--- config.mk ---
export PLATFORM = sky130hd
export DESIGN_NAME = scrpa_front
export DESIGN_NICKNAME = d
export VERILOG_FILES = /design/src/rtl/scrpa_pkg.sv /design/src/rtl/scrpa_front.sv
export SDC_FILE = /design/constraint.sdc
export NUM_CORES = 1
export LEC_CHECK = 0
export ABC_CLOCK_PERIOD_IN_PS = 5700
export BUFFER_PORTS_ARGS = -buffer_cell sky130_fd_sc_hd__buf_2
export CORE_MARGIN = 10
export CORE_UTILIZATION = 55
export DETAILED_ROUTE_END_ITERATION = 10
export GPL_TIMING_DRIVEN = 1
export PLACE_DENSITY_LB_ADDON = 0.05
export SYNTH_ARGS = -nofsm -noshare
export SYNTH_HDL_FRONTEND = slang
export SYNTH_SLANG_ARGS = --single-unit
--- constraint.sdc ---
create_clock -name i_clk -period 5.7 [get_ports i_clk]
set_input_delay 0.285 -clock i_clk [delete_from_list [all_inputs] [get_ports i_clk]]
set_output_delay 0.285 -clock i_clk [all_outputs]
set_load 0.01 [all_outputs]
--- src/rtl/scrpa_pkg.sv ---
// ----------------------------------------------------------------------------
// scrpa_pkg: shared types and constants for the size-class ring pool allocator
// Holds slot store geometry, outcome codes and the front-to-back command type.
// ----------------------------------------------------------------------------
package scrpa_pkg;

    localparam int SLOT_COUNT  = 524288;
    localparam int N_CLASSES   = 150;
    localparam int SLOT_W      = $clog2(SLOT_COUNT);
    localparam int CLASS_W     = $clog2(N_CLASSES);
    localparam int Q_DEPTH     = 2;
    localparam logic [SLOT_W-1:0] SLOT_MAX = SLOT_W'(SLOT_COUNT - 1);
    localparam logic [CLASS_W-1:0] CLASS_MAX = CLASS_W'(N_CLASSES - 1);

    localparam logic [31:0] ARENA_GAP = 32'd8;

    // Outcome codes
    localparam logic [2:0] OUT_POPPED   = 3'd0;
    localparam logic [2:0] OUT_ARENA    = 3'd1;
    localparam logic [2:0] OUT_ALLOC_GH = 3'd2;
    localparam logic [2:0] OUT_STORED   = 3'd3;
    localparam logic [2:0] OUT_FREE_GH  = 3'd4;
    localparam logic [2:0] OUT_DROPPED  = 3'd5;

    localparam logic OP_ALLOC   = 1'b0;
    localparam logic OP_RELEASE = 1'b1;

    // Configuration register indexes
    localparam logic CFG_ARENA_BASE = 1'b0;
    localparam logic CFG_DISABLE    = 1'b1;

    // Classified command handed from front to back
    typedef struct packed {
        logic               small_op;  // needs class work
        logic               is_rel;
        logic [CLASS_W-1:0] cls;
        logic [31:0]        size;
        logic [31:0]        handle;
        logic [2:0]         outcome;   // final code for items that skip class work
    } t_cmd;

    typedef enum logic [3:0] {
        S_IDLE,
        S_RD_CLS,      // read head/tail of class
        S_POP_RD,      // slot read issued
        S_POP_WAIT,
        S_PUSH_NXT,    // read next class indices
        S_PUSH_CHK,
        S_PUSH_SWAP,   // slot read for move
        S_PUSH_SWAP2,
        S_PUSH_END,
        S_OUT
    } t_state;

    function automatic logic [SLOT_W-1:0] idx_up(input logic [SLOT_W-1:0] x);
        return (x == SLOT_MAX) ? '0 : x + 1'b1;
    endfunction

    function automatic logic [CLASS_W-1:0] cls_up(input logic [CLASS_W-1:0] c);
        return (c == CLASS_MAX) ? '0 : c + 1'b1;
    endfunction

endpackage

--- src/rtl/scrpa_front.sv ---
// ----------------------------------------------------------------------------
// scrpa_front: input stage and command queue
// Accepts items, classifies them by opcode and size, and holds them in a
// short queue for the back end.
// ----------------------------------------------------------------------------
module scrpa_front (
    input  logic              i_clk,
    input  logic              i_rst_n,
    input  logic              i_valid,
    output logic              o_ready,
    input  logic              i_opcode,
    input  logic [31:0]       i_request_size,
    input  logic [31:0]       i_block_handle,
    input  logic              i_disabled,
    output logic              o_cmd_valid,
    input  logic              i_cmd_ready,
    output scrpa_pkg::t_cmd   o_cmd
);
    import scrpa_pkg::*;

    localparam int PTR_W = $clog2(Q_DEPTH);

    t_cmd             r_q [Q_DEPTH];
    logic [PTR_W-1:0] r_wr, r_rd;
    logic [PTR_W:0]   r_cnt;
    t_cmd             n_cmd;
    logic             push, pop, is_small;

    // Classify
    always_comb begin
        is_small      = i_request_size < 32'(N_CLASSES);
        n_cmd.is_rel  = i_opcode == OP_RELEASE;
        n_cmd.cls     = i_request_size[CLASS_W-1:0];
        n_cmd.size    = i_request_size;
        n_cmd.handle  = i_block_handle;
        n_cmd.small_op = is_small && !(n_cmd.is_rel && i_disabled);
        if (!is_small)
            n_cmd.outcome = n_cmd.is_rel ? OUT_FREE_GH : OUT_ALLOC_GH;
        else
            n_cmd.outcome = n_cmd.is_rel ? OUT_DROPPED : OUT_POPPED;
    end

    assign o_ready     = r_cnt != (PTR_W+1)'(Q_DEPTH);
    assign o_cmd_valid = r_cnt != '0;
    assign o_cmd       = r_q[r_rd];
    assign push        = i_valid && o_ready;
    assign pop         = o_cmd_valid && i_cmd_ready;

    // Queue storage
    always_ff @(posedge i_clk) begin
        if (push)
            r_q[r_wr] <= n_cmd;
    end

    // Queue pointers
    always_ff @(posedge i_clk) begin
        if (!i_rst_n) begin
            r_wr  <= '0;
            r_rd  <= '0;
            r_cnt <= '0;
        end else begin
            if (push) r_wr <= r_wr + 1'b1;
            if (pop)  r_rd <= r_rd + 1'b1;
            r_cnt <= r_cnt + (PTR_W+1)'(push) - (PTR_W+1)'(pop);
        end
    end

endmodule

Yosys cells after proc, flatten, opt, wreduce, memory -nomap -nowiden. Memories as Yosys holds them, arrays and structs flattened. A register that Yosys moved wholly into a read port is not among the register bits. Index checks and enable logic that the tools add are counted.

Add/subtract/negate cells: 4. $lt $le $gt $ge: 1. Eq/ne operators: 1. Multiplexer cells: 7. Reduce and logical (&&, ||, !) cells: 6.

Operator list (number): < comparator 32 x 8 -> 1 bit (second input constant) (1); two-way mux 3 bit (3); logical AND 1 bit (4); two-way mux 1 bit (4); adder 1 bit (second input constant) (2); adder 2 x 1 -> 2 bit (1); != test 2 bit (second input constant) (1); nonzero test 2 bit (1); subtractor 2 x 1 -> 2 bit (1); zero test 1 bit (1).

Register bits: 4. RAM bits: 154. Bits of input ports: 70. Output and inout port bits: 79. Logic and storage cells: 23. Memories: 1.

Memories: r_q (depth 2, bits a word 77, read ports 1, clocked after memory_dff 1, write ports 1, line scrpa_front.sv:23) `t_cmd r_q [Q_DEPTH];`.

Logic depth before layout (Yosys ltp). Gate-level depths: netlist of run 1.

Word-level depth: 4. Gate-level depth with buffers: 8. Mapped depth without buffers: 8.

Least setup slack after synthesis of run 1. OpenSTA, ideal clock, no wires.

Path type: reg-to-reg. From: reg r_cnt[0]. To: mem r_q[0][0] (netlist name) (enable). Library setup time: 494 ps. Arrival: 3475 ps. Data required time: 5206 ps. Slack: 1731 ps. Stages on the path, launching flop included: 4. Path buffers: 0. Period minus slack after synthesis: 3969 ps. Cell sequence: dfxtp_1 -> nand2b_1 -> nand2_1 -> nor2_1.

Cells in the longest elaborated chain, start to end: 4.

Ends and longest elaborated chain: from (decl) (line scrpa_front.sv:25) `logic [PTR_W:0] r_cnt;`; from (signal assigned) (line scrpa_front.sv:64) `r_cnt <= r_cnt + (PTR_W+1)'(push) - (PTR_W+1)'(pop);`; != test 2 bit (line scrpa_front.sv:43) `assign o_ready = r_cnt != (PTR_W+1)'(Q_DEPTH);`; named net o_ready (line scrpa_front.sv:10) `output logic o_ready,`; logical AND 1 bit (line scrpa_front.sv:46) `assign push = i_valid && o_ready;`; two-way mux 1 bit (line scrpa_front.sv:51) `if (push)`; two-way mux 1 bit (implied by the code) (line scrpa_front.sv:52) `r_q[r_wr] <= n_cmd;`; to (decl) (line scrpa_front.sv:23).

The timed path passes the listed nets, and every way through them passes these cells.

==> results of run 1 <==
[worst max path at each step]
stage,from,endpoint,cells past startpoint
after floorplan,r_cnt[0],r_q[0][0],3
after CTS,register,o_cmd[50],2
after global placement,r_cnt[0],r_q[0][56],4
final,register,o_cmd[61],2
after global routing,r_cnt[0],r_q[0][48],4
after detailed placement,r_cnt[0],r_q[0][60],4
[cells by family (layout without fill, tap and decap cells)]
logic type / after synthesis / count (layout) / synth area share [%]
AOI/OAI and AO/OA: 4 / 4 / 0.6873
xor gates and xnor gates: 4 / 4 / 0.6634
adders and majority gates: 2 / 2 / 0.4739
buffers and inverters: 18 / 247 / 2.109
DFF: 141 / 141 / 79.24
muxes: 68 / 68 / 14.50
and+or+nand+nor: 21 / 21 / 2.323
[final cells by class]
class / count / area [um2]
sequential: 141 / 4188
fill: 554 / 1926
timing repair buffer: 214 / 1399
multi-input combinational: 99 / 997.2
clock buffer: 20 / 425.4
clock inverter: 12 / 183.9
tap: 129 / 161.4
inverter: 1 / 3.754
[registers in the layout, summed over array words and instances, names as in the netlist, named ones only]
signal,flops
r_rd,1
r_q,136
r_wr,1
r_cnt,2
[power breakdown]
part	internal (mW)	leakage (nW)	switching [mW]	total (mW)
clock	0.716	0.293	0.398	1.11
combinational	0.348	1.19	0.344	0.693
sequential	1.32	1.31	0.0973	1.42
[layout by cell type, fill, tap and decap left out, types with 6 or more instances in the layout]
| cell type | count |
|---|---|
| sky130_fd_sc_hd__mux2_2 | 68 |
| sky130_fd_sc_hd__clkbuf_16 | 16 |
| sky130_fd_sc_hd__dlygate4sd3_1 | 65 |
| sky130_fd_sc_hd__nor4_1 | 6 |
| sky130_fd_sc_hd__edfxtp_1 | 136 |
| sky130_fd_sc_hd__buf_2 | 148 |
[worst max-delay path: cells and delay by family, from the launching register on]
family	cells	cell delay [ns]
buf+inv	1	0.15
mux	1	0.44
flops	1	0.96
[synth_stat cells, drive strengths merged]
cell    instances  area [um2]
edfxtp        136        4084
mux2           68       765.7
buf            17       107.6
nor4            6       37.54
and2            5       32.53
dfxtp           5       100.1
xnor2           4       35.03
ha              2       25.02
nand2           2       7.510
nor2            2       7.510
nor2b           2       12.51
a211o           1       8.760
a211oi          1       12.51
a21boi          1       7.510
a21o            1       7.510
and3            1       6.260
inv             1       3.750
nand2b          1       6.260
nand4           1       6.260
or2             1       6.260
[per-layer routing]
layer,vias to the layer above,track usage [%]
met1,1452,18.04
li1,1438,-
met4,0,5.873
met5,-,0
met2,98,27.59
met3,11,6.283
[timing repair]
action | in CTS | in global routing
hold endpoints to repair | 130 | 0
setup endpoints to repair | 0 | 0
hold buffers | 65 | 0
[metrics by stage]
stage / hold slack (ns) / instance area [um2]
floorplan: 0.3839 / 5280
global placement: 0.4729 / 6098
detailed placement: 0.4769 / 6098
CTS: 0.03555 / 7358
global route: 0.05575 / 7358
finish: 0.04636 / 7358
==> impl_metrics.xml, run 1 <==
<?xml version="1.0" encoding="UTF-8"?>
<metrics>
  <group name="drt">
    <metric name="wl_per_cell" unit="um">18.11</metric>
    <metric name="detail-route-antenna-nets" unit="">0</metric>
    <metric name="drc" unit="">0</metric>
    <metric name="m1WireLength" unit="mm">4.499</metric>
    <metric name="top_layer_used" unit="">met4</metric>
    <metric name="drt-total-wl" unit="mm">11.16</metric>
    <metric name="initialDrtViolationCount" unit="">129</metric>
    <metric name="first_pass_iters" unit="">4</metric>
    <metric name="routed-wl-met2" unit="mm">5.746</metric>
    <metric name="met3RoutedLength" unit="um">767</metric>
    <metric name="post_drt_via_cell_ratio" unit="">4.869</metric>
    <metric name="via_count" unit="">2999</metric>
  </group>
  <group name="synthesis">
    <metric name="postSynthAreaPerCell" unit="um2">20.47</metric>
    <metric name="syn-instance-count" unit="">258</metric>
    <metric name="synthDistinctLibCells" unit="">22</metric>
    <metric name="ys.warnings.count" unit="">0</metric>
    <metric name="mappedNetlistNets" unit="">330</metric>
    <metric name="synth-seq-area-share" unit="%">79.24</metric>
    <metric name="ff_latch_count_synth" unit="">141</metric>
    <metric name="post_synth_instance_area" unit="um2">5280</metric>
  </group>
  <group name="power">
    <metric name="power_density" unit="nW/um2">438.0</metric>
    <metric name="static-leakage-power" unit="nW">2.794</metric>
    <metric name="peakVddDrop" unit="mV">0.2483</metric>
    <metric name="total_power" unit="mW">3.223</metric>
  </group>
  <group name="die">
    <metric name="design.portCount" unit="">149</metric>
    <metric name="horizontal_die_dimension" unit="um">118.0</metric>
    <metric name="die-height" unit="um">118.0</metric>
    <metric name="row_count" unit="">35</metric>
    <metric name="core_area" unit="um2">9284</metric>
    <metric name="start_util" unit="%">56.87</metric>
    <metric name="die-area" unit="um2">13920</metric>
  </group>
  <group name="cts">
    <metric name="numClockSinks" unit="">141</metric>
    <metric name="clk_pin_slew" unit="ns">0.06</metric>
    <metric name="cts.path.max_buffers" unit="">2</metric>
    <metric name="cts_made_buffers" unit="">17</metric>
    <metric name="htree_levels" unit="">4</metric>
    <metric name="cts_root_buffer" unit="">sky130_fd_sc_hd__clkbuf_8</metric>
    <metric name="cts-resized-gates" unit="">0</metric>
    <metric name="postCtsSetupRepairBufs" unit="">0</metric>
    <metric name="tritoncts" unit="">built</metric>
    <metric name="clock_latency_at_the_later_pin_of_the_worst_skew_pair" unit="ns">0.50</metric>
  </group>
  <group name="global_route">
    <metric name="vias_in_the_first_global_route" unit="">3437</metric>
    <metric name="grt_antenna_before_repair" unit="">0</metric>
    <metric name="grt_first_pass_wirelength" unit="mm">17.86</metric>
    <metric name="grt_overflow" unit="">0</metric>
    <metric name="grt_start_max_net_pins" unit="">69</metric>
    <metric name="grtUsageTotal" unit="%">16.21</metric>
  </group>
  <group name="setup_path">
    <metric name="cp_max_fo" unit="">68</metric>
    <metric name="worst_path_max_delay_cell" unit="">sky130_fd_sc_hd__dfxtp_4</metric>
    <metric name="worstRegToRegCells" unit="">4</metric>
    <metric name="worstReg2RegStart" unit="">r_cnt[0]</metric>
    <metric name="worst-setup-path-type" unit="">reg2out</metric>
    <metric name="worstReg2RegEnd" unit="">r_q[0][74]</metric>
    <metric name="r2r_setup_slk" unit="ns">3.37</metric>
    <metric name="critical-path-max-stage-delay" unit="ns">0.96</metric>
    <metric name="startpoint_type" unit="">register</metric>
    <metric name="worstPathCellList" unit="">mux2_2 -&gt; buf_2</metric>
    <metric name="data_required_time_of_the_critical_path" unit="ns">5.41</metric>
    <metric name="worst-endpoint-arrival" unit="ns">2.07</metric>
    <metric name="type_of_element_capturing_the_critical_path" unit="">output port</metric>
  </group>
  <group name="timing">
    <metric name="layout_worst_path_cycle_share" unit="%">41.39</metric>
    <metric name="timing.max_slew.rel_slack" unit="%">36.19</metric>
    <metric name="tns" unit="ns">0</metric>
    <metric name="fin_crit" unit="ns">2.359</metric>
    <metric name="timing.fmax" unit="GHz">0.4239</metric>
    <metric name="setup_ws" unit="ns">3.341</metric>
    <metric name="timing.final.setup_violations" unit="">0</metric>
    <metric name="timing_worst_slew_pin_value" unit="ns">0.9572</metric>
    <metric name="final-max-slew-violation-count" unit="">0</metric>
    <metric name="unrepaired_setup_endpoints_after_global_routing" unit="">no</metric>
    <metric name="timing.clock.skew" unit="ns">0.007999</metric>
    <metric name="timing_hold_violations_final" unit="">0</metric>
  </group>
  <group name="hold_path">
    <metric name="holdCritPathClass" unit="">in2reg</metric>
    <metric name="startpoint_of_the_most_critical_hold_path" unit="">i_rst_n</metric>
    <metric name="worstHoldEndpoint" unit="">r_wr</metric>
    <metric name="hold_path_depth" unit="">2</metric>
  </group>
  <group name="placed_design">
    <metric name="post-dp-hpwl" unit="mm">6.973</metric>
    <metric name="gp_congestion" unit="">0.7134</metric>
    <metric name="pre_cts_slack" unit="ns">3.331</metric>
    <metric name="numPortBuffers" unit="">148</metric>
    <metric name="place.detailed.instances" unit="">519</metric>
  </group>
  <group name="final_layout">
    <metric name="final_core_utilization" unit="%">79.26</metric>
    <metric name="drive_gt1_share" unit="%">51.54</metric>
    <metric name="area_delta_synth_final" unit="%">39.36</metric>
    <metric name="num-nets-final" unit="">546</metric>
    <metric name="instances_no_fill" unit="">616</metric>
    <metric name="antenna-diode-count" unit="">0</metric>
  </group>
  <group name="job">
    <metric name="maxCapViolCount" unit="">0</metric>
  </group>
  <group name="outcome">
    <metric name="run_status" unit="">completed</metric>
  </group>
</metrics>
No activity file was read; power rests on OpenSTA's default activity.
==> inputs of run 2 (changes only) <==
--- a/config.mk
+++ b/config.mk
@@ -5,10 +5,10 @@
 export SDC_FILE = /design/constraint.sdc
 export NUM_CORES = 1
 export LEC_CHECK = 0
-export ABC_CLOCK_PERIOD_IN_PS = 5700
+export ABC_CLOCK_PERIOD_IN_PS = 2200
 export BUFFER_PORTS_ARGS = -buffer_cell sky130_fd_sc_hd__buf_2
 export CORE_MARGIN = 10
-export CORE_UTILIZATION = 55
+export CORE_UTILIZATION = 52
 export DETAILED_ROUTE_END_ITERATION = 10
 export GPL_TIMING_DRIVEN = 1
 export PLACE_DENSITY_LB_ADDON = 0.05
==> constraint.sdc (replaced) <==
create_clock -name i_clk -period 2.2 [get_ports i_clk]
set_input_delay 0.11 -clock i_clk [delete_from_list [all_inputs] [get_ports i_clk]]
set_output_delay 0.11 -clock i_clk [all_outputs]
set_load 0.01 [all_outputs]
==> impl_metrics.xml, run 2 (same netlist as run 1, synthesis figures left out) <==
<?xml version="1.0" encoding="UTF-8"?>
<metrics>
  <group name="outcome">
    <metric name="run_status" unit="">completed</metric>
  </group>
  <group name="final_layout">
    <metric name="n_fill_cell" unit="">632</metric>
    <metric name="area_delta_synth_final" unit="%">41.14</metric>
    <metric name="largest_reg_flops" unit="">136</metric>
    <metric name="drive_gt1_share" unit="%">52.23</metric>
    <metric name="num-nets-final" unit="">554</metric>
    <metric name="final_common_cell" unit="">sky130_fd_sc_hd__buf_2</metric>
    <metric name="final_core_utilization" unit="%">75.89</metric>
    <metric name="antenna-diode-count" unit="">0</metric>
    <metric name="top_register" unit="">r_q</metric>
    <metric name="mostFrequentLayoutCells" unit="">sky130_fd_sc_hd__buf_2, sky130_fd_sc_hd__edfxtp_1, sky130_fd_sc_hd__mux2_2</metric>
    <metric name="biggestRegsByFlops" unit="">r_q (136), r_cnt (2)</metric>
  </group>
  <group name="setup_path">
    <metric name="type_of_element_capturing_the_critical_path" unit="">output port</metric>
    <metric name="worst-setup-path-type" unit="">reg2out</metric>
    <metric name="worst_path_max_delay_cell" unit="">sky130_fd_sc_hd__dfxtp_2</metric>
    <metric name="worstPathCellList" unit="">buf_4 -&gt; mux2_2 -&gt; buf_2</metric>
    <metric name="cp_max_fo" unit="">15</metric>
    <metric name="data_required_time_of_the_critical_path" unit="ns">2.09</metric>
    <metric name="critical-path-max-stage-delay" unit="ns">0.60</metric>
    <metric name="r2r_setup_slk" unit="ns">0.40</metric>
    <metric name="cp.buffers_inverters" unit="">2</metric>
    <metric name="startpoint_type" unit="">register</metric>
    <metric name="cpLargestDelayFamily" unit="">flip-flops</metric>
    <metric name="worst-endpoint-arrival" unit="ns">1.95</metric>
  </group>
  <group name="drt">
    <metric name="drc" unit="">0</metric>
    <metric name="wl_per_cell" unit="um">18.41</metric>
    <metric name="initialDrtViolationCount" unit="">166</metric>
    <metric name="first_pass_iters" unit="">4</metric>
    <metric name="detail-route-antenna-nets" unit="">0</metric>
    <metric name="post_drt_via_cell_ratio" unit="">4.919</metric>
    <metric name="drt-total-wl" unit="mm">11.54</metric>
    <metric name="via_count" unit="">3084</metric>
  </group>
  <group name="placed_design">
    <metric name="numPortBuffers" unit="">148</metric>
    <metric name="gp_congestion" unit="">0.7413</metric>
    <metric name="pre_cts_slack" unit="ns">0.3916</metric>
    <metric name="post-dp-hpwl" unit="mm">7.478</metric>
  </group>
  <group name="timing">
    <metric name="setup_ws" unit="ns">0.1440</metric>
    <metric name="unrepaired_setup_endpoints_after_global_routing" unit="">no</metric>
    <metric name="timing_worst_slew_pin_value" unit="ns">0.5288</metric>
    <metric name="timing.fmax" unit="GHz">0.4864</metric>
    <metric name="timing.final.setup_violations" unit="">0</metric>
    <metric name="tns" unit="ns">0</metric>
    <metric name="fin_crit" unit="ns">2.056</metric>
    <metric name="timing_hold_violations_final" unit="">0</metric>
    <metric name="timing.max_slew.rel_slack" unit="%">64.42</metric>
    <metric name="timing.clock.skew" unit="ns">0.004157</metric>
    <metric name="layout_worst_path_cycle_share" unit="%">93.45</metric>
    <metric name="final-max-slew-violation-count" unit="">0</metric>
  </group>
  <group name="global_route">
    <metric name="grt_first_pass_wirelength" unit="mm">18.27</metric>
    <metric name="grt_antenna_before_repair" unit="">0</metric>
    <metric name="grt_start_max_net_pins" unit="">38</metric>
    <metric name="grtUsageTotal" unit="%">16.31</metric>
    <metric name="vias_in_the_first_global_route" unit="">3528</metric>
    <metric name="grt_overflow" unit="">0</metric>
  </group>
  <group name="cts">
    <metric name="numClockSinks" unit="">141</metric>
    <metric name="cts_root_buffer" unit="">sky130_fd_sc_hd__clkbuf_8</metric>
    <metric name="tritoncts" unit="">built</metric>
    <metric name="cts_made_buffers" unit="">17</metric>
    <metric name="htree_levels" unit="">4</metric>
    <metric name="postCtsSetupRepairBufs" unit="">0</metric>
    <metric name="clk_pin_slew" unit="ns">0.06</metric>
    <metric name="cts-resized-gates" unit="">0</metric>
    <metric name="hold_fix_buffers_at_cts" unit="">67</metric>
    <metric name="clock_latency_at_the_later_pin_of_the_worst_skew_pair" unit="ns">0.51</metric>
    <metric name="cts.path.max_buffers" unit="">2</metric>
  </group>
  <group name="die">
    <metric name="core_area" unit="um2">9819</metric>
    <metric name="row_count" unit="">36</metric>
    <metric name="horizontal_die_dimension" unit="um">120.8</metric>
    <metric name="design.portCount" unit="">149</metric>
    <metric name="start_util" unit="%">53.77</metric>
    <metric name="die-area" unit="um2">14580</metric>
    <metric name="die-height" unit="um">120.8</metric>
  </group>
  <group name="power">
    <metric name="power_density" unit="nW/um2">1137</metric>
    <metric name="static-leakage-power" unit="nW">2.843</metric>
    <metric name="total_power" unit="mW">8.473</metric>
    <metric name="peakVddDrop" unit="mV">0.8433</metric>
  </group>
  <group name="job">
    <metric name="maxCapViolCount" unit="">0</metric>
  </group>
  <group name="hold_path">
    <metric name="holdCritPathClass" unit="">in2reg</metric>
  </group>
</metrics>
## run 2: cell types whose count changed in the layout (fill, tap and decap cells not counted), sizes merged
| cell | change |
|---|---|
| clkbuf | -3 |
| dlygate4sd3 | +2 |
| buf | +6 |
| bufinv | +1 |
| clkinv | +3 |
| inv | -4 |
| clkinvlp | +2 |
## run 2: per-layer routing
metal / vias up / global-route usage, % / wire [um]
li1: 1452 / - / -
met1: 1514 / 17.20 / 4353
met2: 105 / 27.91 / 6059
met3: 13 / 7.911 / 997
met4: 0 / 5.656 / 132
met5: - / 0 / 0
## run 2: final cells by class
class,instances,area (um2),area share (%)
well taps,133,166.4,2.233
flip-flops and latches,141,4185,56.16
clock inverters,14,200.2,2.686
inverters,1,3.754,0.05037
multi-input cells,99,993.5,13.33
clock buffers,17,414.1,5.557
repair buffers,222,1489,19.98
## run 2: stage by stage
step / instance area [um2] / instances / hold WS [ns]
floorplan: 5289 / 258 / 0.2089
global placement: 6167 / 529 / 0.2969
detailed placement: 6167 / 529 / 0.3016
CTS: 7452 / 627 / 0.02199
global route: 7452 / 627 / 0.05574
finish: 7452 / 627 / 0.04589
## run 2: power by group
part / leakage (nW) / switching (mW) / internal (mW)
registers: 1.31 / 0.129 / 3.41
logic: 1.23 / 1.04 / 0.963
clock network: 0.294 / 1.00 / 1.93
## run 2: worst register-to-register path: stages, from the launching register on
cell                      delay [ns]
sky130_fd_sc_hd__dfxtp_1        0.32
sky130_fd_sc_hd__or2_2          0.31
sky130_fd_sc_hd__and2_1         0.19
sky130_fd_sc_hd__ha_1           0.27
sky130_fd_sc_hd__inv_1          0.04
sky130_fd_sc_hd__ha_1           0.18
sky130_fd_sc_hd__xnor2_1        0.13
sky130_fd_sc_hd__xnor2_1        0.12
sky130_fd_sc_hd__and2_1         0.15
## run 2: final timing paths
check | from | endpoint | cells after the start
hold reg to reg | r_rd | r_rd | 2
hold / removal | i_cmd_ready | r_rd | 4
setup reg to reg | r_cnt[1] | r_cnt[1] | 8
setup / recovery | register | o_cmd[75] | 3
